===== config.mk =====
export PLATFORM = sky130hd
export DESIGN_NAME = trackball_motion_mode_mapper_unit
export DESIGN_NICKNAME = d
export VERILOG_FILES = /design/src/sv/tmm_pkg.sv /design/src/sv/tmm_cfg.sv /design/src/sv/tmm_core.sv /design/src/sv/tmm_out.sv /design/src/sv/trackball_motion_mode_mapper_unit.sv
export SDC_FILE = /design/constraint.sdc
export NUM_CORES = 1
export LEC_CHECK = 0
export BUFFER_PORTS_ARGS = -buffer_cell sky130_fd_sc_hd__buf_2
export CAP_MARGIN = 20
export CORE_ASPECT_RATIO = 1.2
export CORE_MARGIN = 3
export CORE_UTILIZATION = 31
export CTS_CLUSTER_DIAMETER = 80
export DETAILED_ROUTE_END_ITERATION = 7
export HOLD_SLACK_MARGIN = 0.05
export REMOVE_ABC_BUFFERS = 1
export SETUP_SLACK_MARGIN = 0.15
export SYNTH_ARGS = -nofsm -noshare
export SYNTH_HDL_FRONTEND = slang
export SYNTH_SLANG_ARGS = --single-unit
export TNS_END_PERCENT = 30

===== constraint.sdc =====
create_clock -name aclk -period 16.8 [get_ports aclk]
set_clock_uncertainty 0.15 [all_clocks]
set_input_delay 3.36 -clock aclk [delete_from_list [all_inputs] [get_ports aclk]]
set_output_delay 3.36 -clock aclk [all_outputs]
set_load 0.01 [all_outputs]

===== src/sv/tmm_pkg.sv =====
// ----------------------------------------------------------------------------
// tmm_pkg: shared types and helpers of the trackball motion mode mapper
// Item and result layouts, mode codes, tap codes and accumulator arithmetic.
// ----------------------------------------------------------------------------
package tmm_pkg;

    localparam int unsigned ThWidth  = 10;
    localparam int unsigned AccWidth = 16;
    localparam int unsigned MaxRes   = 3;

    typedef enum logic [3:0] {
        MODE_MOUSE = 4'd0,
        MODE_WINSW = 4'd1,
        MODE_SCRL  = 4'd2,
        MODE_SCRLV = 4'd3,
        MODE_SCRLH = 4'd4,
        MODE_CRT   = 4'd5,
        MODE_CRTV  = 4'd6,
        MODE_CRTH  = 4'd7,
        MODE_WINMV = 4'd8
    } mode_t;

    typedef enum logic [2:0] {
        KEY_WINSW = 3'd0,
        KEY_SCRL  = 3'd1,
        KEY_SCRLV = 3'd2,
        KEY_SCRLH = 3'd3,
        KEY_CRT   = 3'd4,
        KEY_CRTV  = 3'd5,
        KEY_CRTH  = 3'd6,
        KEY_WINMV = 3'd7
    } key_t;

    typedef enum logic [1:0] {
        KIND_REPORT   = 2'd0,
        KIND_TAP      = 2'd1,
        KIND_MODIFIER = 2'd2
    } kind_t;

    typedef enum logic [2:0] {
        TAP_TAB       = 3'd0,
        TAP_SHIFT_TAB = 3'd1,
        TAP_RIGHT     = 3'd2,
        TAP_LEFT      = 3'd3,
        TAP_DOWN      = 3'd4,
        TAP_UP        = 3'd5
    } tap_t;

    localparam logic MOD_ALT = 1'b0;
    localparam logic MOD_GUI = 1'b1;

    localparam logic ACT_MOTION = 1'b0;
    localparam logic ACT_KEY    = 1'b1;

    // Configuration register indexes
    localparam logic [1:0] REG_WINSW_TH = 2'd0;
    localparam logic [1:0] REG_SCRL_TH  = 2'd1;
    localparam logic [1:0] REG_CRT_TH   = 2'd2;
    localparam logic [1:0] REG_WINMV_TH = 2'd3;

    typedef struct packed {
        logic [ThWidth-1:0] winsw_th;
        logic [ThWidth-1:0] scrl_th;
        logic [ThWidth-1:0] crt_th;
        logic [ThWidth-1:0] winmv_th;
    } cfg_t;

    typedef struct packed {
        logic              action;
        key_t              mode_key;
        logic              pressed;
        logic signed [7:0] delta_x;
        logic signed [7:0] delta_y;
        logic signed [7:0] wheel_vert_in;
        logic signed [7:0] wheel_horz_in;
    } item_t;

    typedef struct packed {
        kind_t             kind;
        logic signed [7:0] out_x;
        logic signed [7:0] out_y;
        logic signed [7:0] wheel_vert_out;
        logic signed [7:0] wheel_horz_out;
        tap_t              tap_code;
        logic              modifier_id;
        logic              modifier_down;
        logic              last;
    } res_t;

    // Results of one item, handed from the mapping logic to the output buffer
    typedef struct packed {
        logic                  load;
        logic [1:0]            cnt;
        res_t [MaxRes-1:0]     slot;
    } load_t;

    // Saturating add of an 8-bit motion delta into a 16-bit accumulator
    function automatic logic signed [AccWidth-1:0] sat_add(
        input logic signed [AccWidth-1:0] acc,
        input logic signed [7:0]          d
    );
        logic signed [AccWidth:0] s;
        s = {acc[AccWidth-1], acc} + {{(AccWidth-7){d[7]}}, d};
        if (s[AccWidth] != s[AccWidth-1]) begin
            sat_add = s[AccWidth] ? {1'b1, {(AccWidth-1){1'b0}}}
                                  : {1'b0, {(AccWidth-1){1'b1}}};
        end else begin
            sat_add = s[AccWidth-1:0];
        end
    endfunction

    // Magnitude strictly above threshold
    function automatic logic over_th(
        input logic signed [AccWidth-1:0] acc,
        input logic [ThWidth-1:0]         th
    );
        logic [AccWidth:0] mag;
        mag = acc[AccWidth-1] ? (~{acc[AccWidth-1], acc} + 1'b1)
                              : {acc[AccWidth-1], acc};
        over_th = mag > {{(AccWidth+1-ThWidth){1'b0}}, th};
    endfunction

    function automatic res_t mk_tap(input tap_t code);
        res_t r;
        r          = '0;
        r.kind     = KIND_TAP;
        r.tap_code = code;
        mk_tap     = r;
    endfunction

endpackage


===== src/sv/tmm_cfg.sv =====
// ----------------------------------------------------------------------------
// tmm_cfg: threshold registers
// APB-style register bank holding the four mode thresholds.
// ----------------------------------------------------------------------------
module tmm_cfg
    import tmm_pkg::*;
(
    input  logic        aclk,
    input  logic        aresetn,
    input  logic        psel,
    input  logic        penable,
    input  logic        pwrite,
    input  logic [3:0]  paddr,
    input  logic [31:0] pwdata,
    output logic [31:0] prdata,
    output logic        pready,
    output cfg_t        cfg
);

    cfg_t       cfg_reg;
    logic       wr_en;
    logic [1:0] reg_idx;

    assign pready  = 1'b1;
    assign wr_en   = psel && penable && pwrite && pready;
    assign reg_idx = paddr[3:2];
    assign cfg     = cfg_reg;

    // Write the addressed threshold
    always_ff @(posedge aclk) begin
        if (!aresetn) begin
            cfg_reg.winsw_th <= ThWidth'(32);
            cfg_reg.scrl_th  <= ThWidth'(16);
            cfg_reg.crt_th   <= ThWidth'(16);
            cfg_reg.winmv_th <= ThWidth'(32);
        end else if (wr_en) begin
            case (reg_idx)
                REG_WINSW_TH: cfg_reg.winsw_th <= pwdata[ThWidth-1:0];
                REG_SCRL_TH:  cfg_reg.scrl_th  <= pwdata[ThWidth-1:0];
                REG_CRT_TH:   cfg_reg.crt_th   <= pwdata[ThWidth-1:0];
                REG_WINMV_TH: cfg_reg.winmv_th <= pwdata[ThWidth-1:0];
                default: ;
            endcase
        end
    end

    // Read back
    always_comb begin
        prdata = '0;
        case (reg_idx)
            REG_WINSW_TH: prdata[ThWidth-1:0] = cfg_reg.winsw_th;
            REG_SCRL_TH:  prdata[ThWidth-1:0] = cfg_reg.scrl_th;
            REG_CRT_TH:   prdata[ThWidth-1:0] = cfg_reg.crt_th;
            REG_WINMV_TH: prdata[ThWidth-1:0] = cfg_reg.winmv_th;
            default:      prdata = '0;
        endcase
    end

endmodule


===== src/sv/tmm_core.sv =====
// ----------------------------------------------------------------------------
// tmm_core: input register, mode state and motion mapping
// Registers one input transfer, applies it to mode and accumulators and
// builds the list of results it causes in a single pass.
// ----------------------------------------------------------------------------
module tmm_core
    import tmm_pkg::*;
(
    input  logic        aclk,
    input  logic        aresetn,
    input  logic        s_tvalid,
    output logic        s_tready,
    input  logic [39:0] s_tdata,
    input  logic [0:0]  s_tuser,
    input  cfg_t        cfg,
    input  logic        buf_free,
    output load_t       ld
);

    logic                        in_valid_reg;
    item_t                       in_data_reg;
    item_t                       in_word;
    mode_t                       mode_reg, mode_next;
    logic signed [AccWidth-1:0]  acc_x_reg, acc_x_next;
    logic signed [AccWidth-1:0]  acc_y_reg, acc_y_next;
    logic signed [AccWidth-1:0]  sum_x, sum_y;
    logic                        use_x, use_y;
    logic [ThWidth-1:0]          th;
    logic                        fire_x, fire_y;
    logic                        tap_x, tap_y;
    logic                        is_scroll, is_arrow;
    logic                        take;
    res_t                        rep, res_x, res_y;

    // Unpack the input transfer
    assign in_word.action        = s_tuser[0];
    assign in_word.mode_key      = key_t'(s_tdata[2:0]);
    assign in_word.pressed       = s_tdata[3];
    assign in_word.delta_x       = s_tdata[11:4];
    assign in_word.delta_y       = s_tdata[19:12];
    assign in_word.wheel_vert_in = s_tdata[27:20];
    assign in_word.wheel_horz_in = s_tdata[35:28];

    assign take     = in_valid_reg && buf_free;
    assign s_tready = !in_valid_reg || buf_free;

    // Hold the input item until the result buffer takes its results
    always_ff @(posedge aclk) begin
        if (!aresetn) begin
            in_valid_reg <= 1'b0;
        end else if (s_tready) begin
            in_valid_reg <= s_tvalid;
        end
    end

    always_ff @(posedge aclk) begin
        if (s_tready && s_tvalid) begin
            in_data_reg <= in_word;
        end
    end

    // Axis use and threshold per mode
    always_comb begin
        use_x     = 1'b0;
        use_y     = 1'b0;
        th        = cfg.scrl_th;
        is_scroll = 1'b0;
        is_arrow  = 1'b0;
        case (mode_reg)
            MODE_WINSW: begin
                use_x = 1'b1;
                th    = cfg.winsw_th;
            end
            MODE_SCRL: begin
                use_x = 1'b1; use_y = 1'b1; is_scroll = 1'b1;
            end
            MODE_SCRLV: begin
                use_y = 1'b1; is_scroll = 1'b1;
            end
            MODE_SCRLH: begin
                use_x = 1'b1; is_scroll = 1'b1;
            end
            MODE_CRT: begin
                use_x = 1'b1; use_y = 1'b1; is_arrow = 1'b1; th = cfg.crt_th;
            end
            MODE_CRTV: begin
                use_y = 1'b1; is_arrow = 1'b1; th = cfg.crt_th;
            end
            MODE_CRTH: begin
                use_x = 1'b1; is_arrow = 1'b1; th = cfg.crt_th;
            end
            MODE_WINMV: begin
                use_x = 1'b1; use_y = 1'b1; is_arrow = 1'b1; th = cfg.winmv_th;
            end
            default: ;
        endcase
    end

    // Accumulate and test against the threshold
    assign sum_x  = use_x ? sat_add(acc_x_reg, in_data_reg.delta_x) : acc_x_reg;
    assign sum_y  = use_y ? sat_add(acc_y_reg, in_data_reg.delta_y) : acc_y_reg;
    assign fire_x = use_x && over_th(sum_x, th);
    assign fire_y = use_y && over_th(sum_y, th);
    assign tap_x  = fire_x && (is_arrow || mode_reg == MODE_WINSW);
    assign tap_y  = fire_y && is_arrow;

    // Tap results and the closing report
    always_comb begin
        if (mode_reg == MODE_WINSW) begin
            res_x = mk_tap(sum_x[AccWidth-1] ? TAP_SHIFT_TAB : TAP_TAB);
        end else begin
            res_x = mk_tap(sum_x[AccWidth-1] ? TAP_LEFT : TAP_RIGHT);
        end
        res_y = mk_tap(sum_y[AccWidth-1] ? TAP_UP : TAP_DOWN);

        rep                = '0;
        rep.kind           = KIND_REPORT;
        rep.last           = 1'b1;
        rep.wheel_vert_out = in_data_reg.wheel_vert_in;
        rep.wheel_horz_out = in_data_reg.wheel_horz_in;
        if (mode_reg == MODE_MOUSE) begin
            rep.out_x = in_data_reg.delta_x;
            rep.out_y = in_data_reg.delta_y;
        end
        if (is_scroll && fire_y) begin
            rep.wheel_vert_out = sum_y[AccWidth-1] ? 8'sd1 : -8'sd1;
        end
        if (is_scroll && fire_x) begin
            rep.wheel_horz_out = sum_x[AccWidth-1] ? -8'sd1 : 8'sd1;
        end
    end

    // Next state and result list
    always_comb begin
        mode_next  = mode_reg;
        acc_x_next = acc_x_reg;
        acc_y_next = acc_y_reg;
        ld         = '0;
        ld.load    = take;
        if (in_data_reg.action == ACT_KEY) begin
            if (in_data_reg.pressed) begin
                mode_next = mode_t'({1'b0, in_data_reg.mode_key} + 4'd1);
            end else begin
                mode_next  = MODE_MOUSE;
                acc_x_next = '0;
                acc_y_next = '0;
            end
            if (in_data_reg.mode_key == KEY_WINSW || in_data_reg.mode_key == KEY_WINMV) begin
                ld.cnt                   = 2'd1;
                ld.slot[0].kind          = KIND_MODIFIER;
                ld.slot[0].modifier_id   = (in_data_reg.mode_key == KEY_WINMV) ? MOD_GUI
                                                                               : MOD_ALT;
                ld.slot[0].modifier_down = in_data_reg.pressed;
                ld.slot[0].last          = 1'b1;
            end
        end else begin
            acc_x_next = fire_x ? '0 : sum_x;
            acc_y_next = fire_y ? '0 : sum_y;
            ld.cnt     = 2'd1 + {1'b0, tap_x} + {1'b0, tap_y};
            ld.slot[0] = tap_x ? res_x : (tap_y ? res_y : rep);
            ld.slot[1] = (tap_x && tap_y) ? res_y : rep;
            ld.slot[2] = rep;
        end
    end

    // Commit state when the item's results are loaded
    always_ff @(posedge aclk) begin
        if (!aresetn) begin
            mode_reg  <= MODE_MOUSE;
            acc_x_reg <= '0;
            acc_y_reg <= '0;
        end else if (take) begin
            mode_reg  <= mode_next;
            acc_x_reg <= acc_x_next;
            acc_y_reg <= acc_y_next;
        end
    end

`ifndef SYNTHESIS
    a_mouse_acc_zero: assert property (@(posedge aclk) disable iff (!aresetn)
        mode_reg == MODE_MOUSE |-> acc_x_reg == '0 && acc_y_reg == '0)
        else $error("accumulator not clear in mouse mode");

    a_release_clears: assert property (@(posedge aclk) disable iff (!aresetn)
        take && in_data_reg.action == ACT_KEY && !in_data_reg.pressed
        |=> mode_reg == MODE_MOUSE && acc_x_reg == '0 && acc_y_reg == '0)
        else $error("key release did not return to mouse mode");

    a_hold_item: assert property (@(posedge aclk) disable iff (!aresetn)
        in_valid_reg && !buf_free |=> in_valid_reg && $stable(in_data_reg))
        else $error("pending item lost while result buffer busy");
`endif

endmodule


===== src/sv/tmm_out.sv =====
// ----------------------------------------------------------------------------
// tmm_out: result buffer and serialiser
// Holds up to three results of one item and sends them one per transfer.
// ----------------------------------------------------------------------------
module tmm_out
    import tmm_pkg::*;
(
    input  logic        aclk,
    input  logic        aresetn,
    input  load_t       ld,
    output logic        buf_free,
    output logic        m_tvalid,
    input  logic        m_tready,
    output logic [39:0] m_tdata,
    output logic [1:0]  m_tuser,
    output logic        m_tlast
);

    res_t              slot_reg [MaxRes];
    logic [1:0]        cnt_reg;
    logic [1:0]        idx_reg;
    logic              take;
    logic              at_end;
    res_t              cur;

    assign m_tvalid = cnt_reg != 2'd0;
    assign take     = m_tvalid && m_tready;
    assign at_end   = idx_reg == (cnt_reg - 2'd1);
    assign buf_free = !m_tvalid || (take && at_end);

    // Advance through the held results, reload when the last one goes
    always_ff @(posedge aclk) begin
        if (!aresetn) begin
            cnt_reg <= 2'd0;
            idx_reg <= 2'd0;
        end else if (ld.load) begin
            cnt_reg <= ld.cnt;
            idx_reg <= 2'd0;
        end else if (take) begin
            if (at_end) begin
                cnt_reg <= 2'd0;
                idx_reg <= 2'd0;
            end else begin
                idx_reg <= idx_reg + 2'd1;
            end
        end
    end

    always_ff @(posedge aclk) begin
        if (ld.load) begin
            for (int i = 0; i < MaxRes; i++) begin
                slot_reg[i] <= ld.slot[i];
            end
        end
    end

    // Present the current result
    assign cur     = slot_reg[idx_reg];
    assign m_tdata = {3'b000, cur.modifier_down, cur.modifier_id, cur.tap_code,
                      cur.wheel_horz_out, cur.wheel_vert_out, cur.out_y, cur.out_x};
    assign m_tuser = cur.kind;
    assign m_tlast = cur.last;

`ifndef SYNTHESIS
    a_idx_in_range: assert property (@(posedge aclk) disable iff (!aresetn)
        m_tvalid |-> idx_reg < cnt_reg)
        else $error("result index beyond held count");

    a_last_at_end: assert property (@(posedge aclk) disable iff (!aresetn)
        m_tvalid |-> m_tlast == at_end)
        else $error("last flag does not match final held result");

    a_load_shows: assert property (@(posedge aclk) disable iff (!aresetn)
        ld.load && ld.cnt != 2'd0 |=> m_tvalid && idx_reg == 2'd0)
        else $error("loaded results not presented");
`endif

endmodule


===== src/sv/trackball_motion_mode_mapper_unit.sv =====
// ----------------------------------------------------------------------------
// trackball_motion_mode_mapper_unit: trackball mode mapper top level
// Maps trackball motion to pointer, wheel, key-tap and modifier results.
// ----------------------------------------------------------------------------
// Usage:
//   Input stream (s_*): motion reports (s_tuser 0) and mode-key events
//   (s_tuser 1). Output stream (m_*): mouse reports, key taps and modifier
//   changes, kind in m_tuser; m_tlast marks the final result of each item.
//   A mode-key event of the scroll or caret keys gives no result.
//   Thresholds are set through the APB port at byte addresses 0, 4, 8, 12.
// Timing:
//   The first result of an item passes the input register, then the result
//   buffer, before it can transfer. The mapping logic between them is
//   combinational, and an item occupies the output until all its results (up
//   to three) have transferred; with single-result items and no stall one
//   item is taken every cycle. The three-entry result buffer sets this.
// Reset:
//   aresetn low returns to mouse mode, clears both accumulators, restores
//   the default thresholds and empties both stages.
// Stall:
//   While m_tready is low the current result holds, the input register
//   fills and then s_tready drops; nothing is lost.
// ----------------------------------------------------------------------------
module trackball_motion_mode_mapper_unit
    import tmm_pkg::*;
(
    input  logic        aclk,
    input  logic        aresetn,
    // Input stream
    input  logic        s_tvalid,
    output logic        s_tready,
    input  logic [39:0] s_tdata,   // mode_key[2:0], pressed[3], delta_x[11:4],
                                   // delta_y[19:12], wheel_vert_in[27:20],
                                   // wheel_horz_in[35:28], zero pad[39:36]
    input  logic [0:0]  s_tuser,   // action[0]
    // Result stream
    output logic        m_tvalid,
    input  logic        m_tready,
    output logic [39:0] m_tdata,   // out_x[7:0], out_y[15:8],
                                   // wheel_vert_out[23:16], wheel_horz_out[31:24],
                                   // tap_code[34:32], modifier_id[35],
                                   // modifier_down[36], zero pad[39:37]
    output logic [1:0]  m_tuser,   // kind[1:0]
    output logic        m_tlast,
    // Configuration
    input  logic        psel,
    input  logic        penable,
    input  logic        pwrite,
    input  logic [3:0]  paddr,
    input  logic [31:0] pwdata,
    output logic [31:0] prdata,
    output logic        pready
);

    cfg_t  cfg;
    load_t ld;
    logic  buf_free;

    tmm_cfg u_cfg (
        .aclk    (aclk),
        .aresetn (aresetn),
        .psel    (psel),
        .penable (penable),
        .pwrite  (pwrite),
        .paddr   (paddr),
        .pwdata  (pwdata),
        .prdata  (prdata),
        .pready  (pready),
        .cfg     (cfg)
    );

    tmm_core u_core (
        .aclk     (aclk),
        .aresetn  (aresetn),
        .s_tvalid (s_tvalid),
        .s_tready (s_tready),
        .s_tdata  (s_tdata),
        .s_tuser  (s_tuser),
        .cfg      (cfg),
        .buf_free (buf_free),
        .ld       (ld)
    );

    tmm_out u_out (
        .aclk     (aclk),
        .aresetn  (aresetn),
        .ld       (ld),
        .buf_free (buf_free),
        .m_tvalid (m_tvalid),
        .m_tready (m_tready),
        .m_tdata  (m_tdata),
        .m_tuser  (m_tuser),
        .m_tlast  (m_tlast)
    );

endmodule


### Word-level counts from Yosys, hierarchy flattened

Memory sizes are Yosys's and may differ from the RTL's. A register that Yosys moved wholly into a read port is not among the register bits.
Index checks and enable logic that the tools add are counted.

* input bits: 84
* bits in registers: 118
* memories kept: 1
* memory bits (writable): 120
* output and inout port bits: 78

* eq/ne operators: 16
* muxes and demuxes: 49
* $add $sub $neg: 9
* bitwise logic cells: 3
* reductions and logical operators: 38
* order comparisons: 2

Memories
* u_out.slot_reg: words 3, width 40, read ports 1, clocked after Yosys merged registers in 1, wr ports 3, line tmm_out.sv:19 `res_t slot_reg [MaxRes];`

Operators by type and width (count)
* $mux W16: 12
* $mux W39: 2
* $mux W78: 1
* $mux W40: 1
* $pmux W10 S4: 1
* $mux W35: 1
* $add A16 B8 Y17: 2
* $add A17 B1 Y17 const B: 2
* $gt A17 B10 Y1: 2
* $mux W17: 2
* $not A17 Y17: 2
* $mux W8: 4
* $pmux W10 S3: 1
* $mux W2: 9
* $eq A4 B3 Y1 const B: 4
* $reduce_and A2 Y1: 7
* $logic_and A1 B1 Y1: 13
* $mux W1: 11
* $eq A4 B2 Y1 const B: 2
* $mux W3: 2
* $mux W6: 1
* $reduce_bool A2 Y1: 3
* $reduce_or A3 Y1: 2
* $reduce_or A6 Y1: 1
* other kinds (23): 29

### Logic depth before layout (Yosys ltp)

* depth in word-level cells: 14
* gate-level depth with buffers: 38
* depth with buffers taken out: 34

### Hierarchy

A second synthesis with hierarchy kept.

* cell total of the unflattened synthesis: 1475
* area, all modules: 14391.3 um^2

By module, submodules not included
* tmm_core: area each 7706.1 um^2, cells each 999, times used 1
* tmm_out: area each 4733.3 um^2, cells each 288, times used 1
* tmm_cfg: area each 1951.9 um^2, cells each 188, times used 1

### Worst setup path after synthesis

Ideal clock, no wire load.

* kind: input -> register
* start: input m_tready
* end: register u_core.acc_y_reg[5]
* setup time: 0.117 ns
* setup slack: 8.435 ns
* arrival time: 8.097 ns
* cell stages on the path: 8
* required time: 16.533 ns
* path buffers: 1
* cells stage by stage: and3_1 -> nor2_1 -> nor2b_1 -> clkbuf_1 -> nand2_1 -> a21oi_1 -> nor2_1 -> a32o_1

RTL lines
* start, declared: line trackball_motion_mode_mapper_unit.sv:38 `input logic m_tready,`
* end signal, assigned: line tmm_core.sv:175 `acc_y_reg <= acc_y_next;`
* end, declared: line tmm_core.sv:25 `logic signed [AccWidth-1:0] acc_y_reg, acc_y_next;`

==> flow_summary.toml <==
[yosys]
synth_largest_area_cell = "edfxtp_1"
ys.flop_type = "edfxtp_1"
syn_area_sq_um = 14000
synth.yosys.seq_area_share_pct = 43.0
syn-instance-count = 1430
postSynthRegisterBits = 228
yosys_warnings = 0
synth_top_area_share_pct = 31.1
synthesis.area_per_instance_sq_um = 9.79
synth.top_cells.by_area = "edfxtp_1, dfxtp_1, mux2i_1"
postSynth.asyncResetShare_pct = 0
number_of_synthesized_flops_with_an_enable_pin = 145
synth_cell_type_count = 98

[critical_path]
worst_path_most_repeated_cell = "ha_1"
timing.rr.start = "u_core.in_data_reg[17]$_DFFE_PP_"
worst-r2r-setup-slack_ps = 6770
worst_setup_path_end_kind = "register"
r2r-end = "u_out.slot_reg[0][7]$_SDFFCE_PP0P_"
required_time_at_the_endpoint_of_the_critical_path_ps = 17050
critical_path_arrival_ps = 10290
r2r.worst_path.cells = 32
critical_path.max_stage_delay_ps = 770
setup.worst_path.class = "reg2reg"
critPathMaxFanout = 19
critical_path.startpoint_type = "register"
critical_path.slowest_cell = "ha_1"

[pwr]
static-leakage-power_nw = 6.04
ir_worst_vdd_mv = 0.0665
post-layout-total-power_mw = 1.46
power-per-cell-area_nw_per_um2 = 91.6

[timing]
final-hold-violation-count = 0
period_needed_ps = 10030
relative_max_transition_margin_pct = 30.2
timing.final.setup_violations = 0
grt_setup_unrepaired = "false"
worstMarginPinSlew_ps = 1050
report.final.slew_viol_count = 0
highest_clock_rate_ghz = 0.0997
timing.final.crit_share_pct = 59.7
fin_setup_tns_ps = 0
worst_hold_slack_ps = 330

[cts]
clock_latency_late_sink_ps = 540
tritoncts_num_sinks = 228
postCtsResizedCells = 0
htreeDepth = 1
clk_path_buf_depth = 3
clkTransAtPathRegs_ps = 60
cts-buffers-inserted = 26
clockRootBuffer = "clkbuf_16"
ctsHoldBuffers = 0
postCtsSetupBuffers = 0
cts_tree = "done"

[global_routing]
grt_overflow = 0
grt_busiest_layer = "met2"
grt_use_met2_pct = 24.8
grt_pass1_vias = 10500
global_route.usage.total_pct = 14.4
maximum_number_of_pins_on_one_net_before_global_route_repair = 86
global_route.usage.met1_pct = 18.5
antenna_violations_before_repair = 0
grt_first_pass_wirelength_um = 55300
grtUsageMet3_pct = 2.07

[die]
core_area_sq_um = 44200
fp.dieW_um = 200
die_h_um = 239
pin_count = 162
die_area_sq_um = 47700
start_util_pct = 31.6
num_rows = 84

[routing]
vias = 10900
viasPerCell = 5.15
drc = 0
wl_um = 35700
avgRoutedWirePerCell_um = 16.8
antenna_violating_nets_remaining = 0
drt-initial-drc-count = 595
drt_first_pass_iters = 4

[cells_and_area]
post_layout_nonfiller_instances = 2122
layout-area-overhead-vs-synth_pct = 13.9
final_core_util_pct = 36.0
max_reg_flops = 108
nNetsFinal = 1651
final_layout_size_suffix_gt1_share_pct = 15.9
layout.cells.most_common_list = "edfxtp_1, nor2_1, nand2_1"
most_frequent_standard_cell_in_the_layout_excluding_fill_and_tap_cells = "edfxtp_1"

[job]
max_capacitance_violation_count = 0

[place]
gp_routability_congestion = 0.828
io_buffer_count = 107
hpwlAfterDp_um = 25200
placed_cells = 2072

[min_path]
timing.hold.worst_endpoint = "u_core.acc_y_reg[11]$_SDFFE_PN0P_"
instance_count_along_the_most_critical_hold_path = 2
startpoint_of_the_tightest_hold_check_path = "u_core.acc_y_reg[11]$_SDFFE_PN0P_"
worstHoldPathType = "reg2reg"

[run_status]
status = "finished clean"
==> area by class of cell <==
cell class / instances / area (sq um)
timing repair buffer: 127 / 693
antenna: 1 / 2.50
multi-input combinational: 1079 / 7400
inverter: 37 / 139
fill: 4403 / 28300
sequential: 228 / 6020
tap: 602 / 753
clock inverter: 13 / 181
clock buffer: 35 / 752
==> synth_stat cells, drive strengths merged, types with 26 or more instances <==
cell type    n
and2        27
dfxtp       83
edfxtp     145
o21ai      102
inv         36
nand2      131
nor3        26
clkbuf      56
nor2b       27
nand3       34
ha          66
mux2i       85
buf         54
a21oi       70
nor2       142
==> worst max path at each step <==
stage | startpoint | end | slack (ps)
final | u_core.in_data_reg[17]$_DFFE_PP_ | u_out.slot_reg[0][7]$_SDFFCE_PP0P_ | 6770
after global routing | u_core.in_data_reg[17]$_DFFE_PP_ | u_out.slot_reg[0][12]$_SDFFCE_PP0P_ | 5990
after CTS | u_core.in_data_reg[17]$_DFFE_PP_ | u_out.slot_reg[0][7]$_SDFFCE_PP0P_ | 6720
after detailed placement | u_core.in_data_reg[23]$_DFFE_PP_ | u_out.slot_reg[0][12]$_SDFFCE_PP0P_ | 6730
after global placement | u_core.in_data_reg[23]$_DFFE_PP_ | u_out.slot_reg[0][12]$_SDFFCE_PP0P_ | 6810
after floorplan | m_tready | u_core.acc_y_reg[2]$_SDFFE_PN0P_ | 5470
==> worst max-delay path, delay by kind of cell, from the launching register on <==
family | cells | cell delay [ps]
AND/OR/NAND/NOR | 7 | 1970
XOR/XNOR | 2 | 330
AO/OA/AOI/OAI | 18 | 4510
adder cells (fa/ha/maj) | 5 | 2430
flip-flops | 1 | 490
==> routing by layer <==
| layer | part of all wire (%) | vias to the layer above |
|---|---|---|
| met1 | 44 | 5223 |
| li1 | - | 5380 |
| met2 | 49 | 273 |
| met5 | 0 | - |
| met3 | 5.1 | 56 |
| met4 | 2.5 | 0 |
==> stage by stage <==
step                setup WS (ps)  cell area [sq um]
floorplan                    5470              13500
global placement             6810              15000
detailed placement           6730              15000
CTS                          6720              15900
global route                 5990              15900
finish                       6770              15900
==> report_power, final <==
part           total, mW  internal (mW)  switching, mW  leakage [nW]
registers          0.635          0.623         0.0120          2.06
logic              0.214         0.0764          0.138          3.53
clock network      0.611          0.377          0.234         0.454
==> cell families (layout without fill, tap and decap cells) <==
family | Yosys count | after routing | synth area share (%)
muxes | 98 | 98 | 7.93
DFF | 228 | 228 | 43.0
AOI/OAI and AO/OA | 363 | 363 | 18.2
adders and majority gates | 68 | 68 | 6.19
xor gates and xnor gates | 38 | 38 | 2.38
and+or+nand+nor | 486 | 486 | 17.2
buffers and inverters | 147 | 212 | 5.07
other | 2 | 27 | 0.0537
No activity file was read; power rests on OpenSTA's default activity.
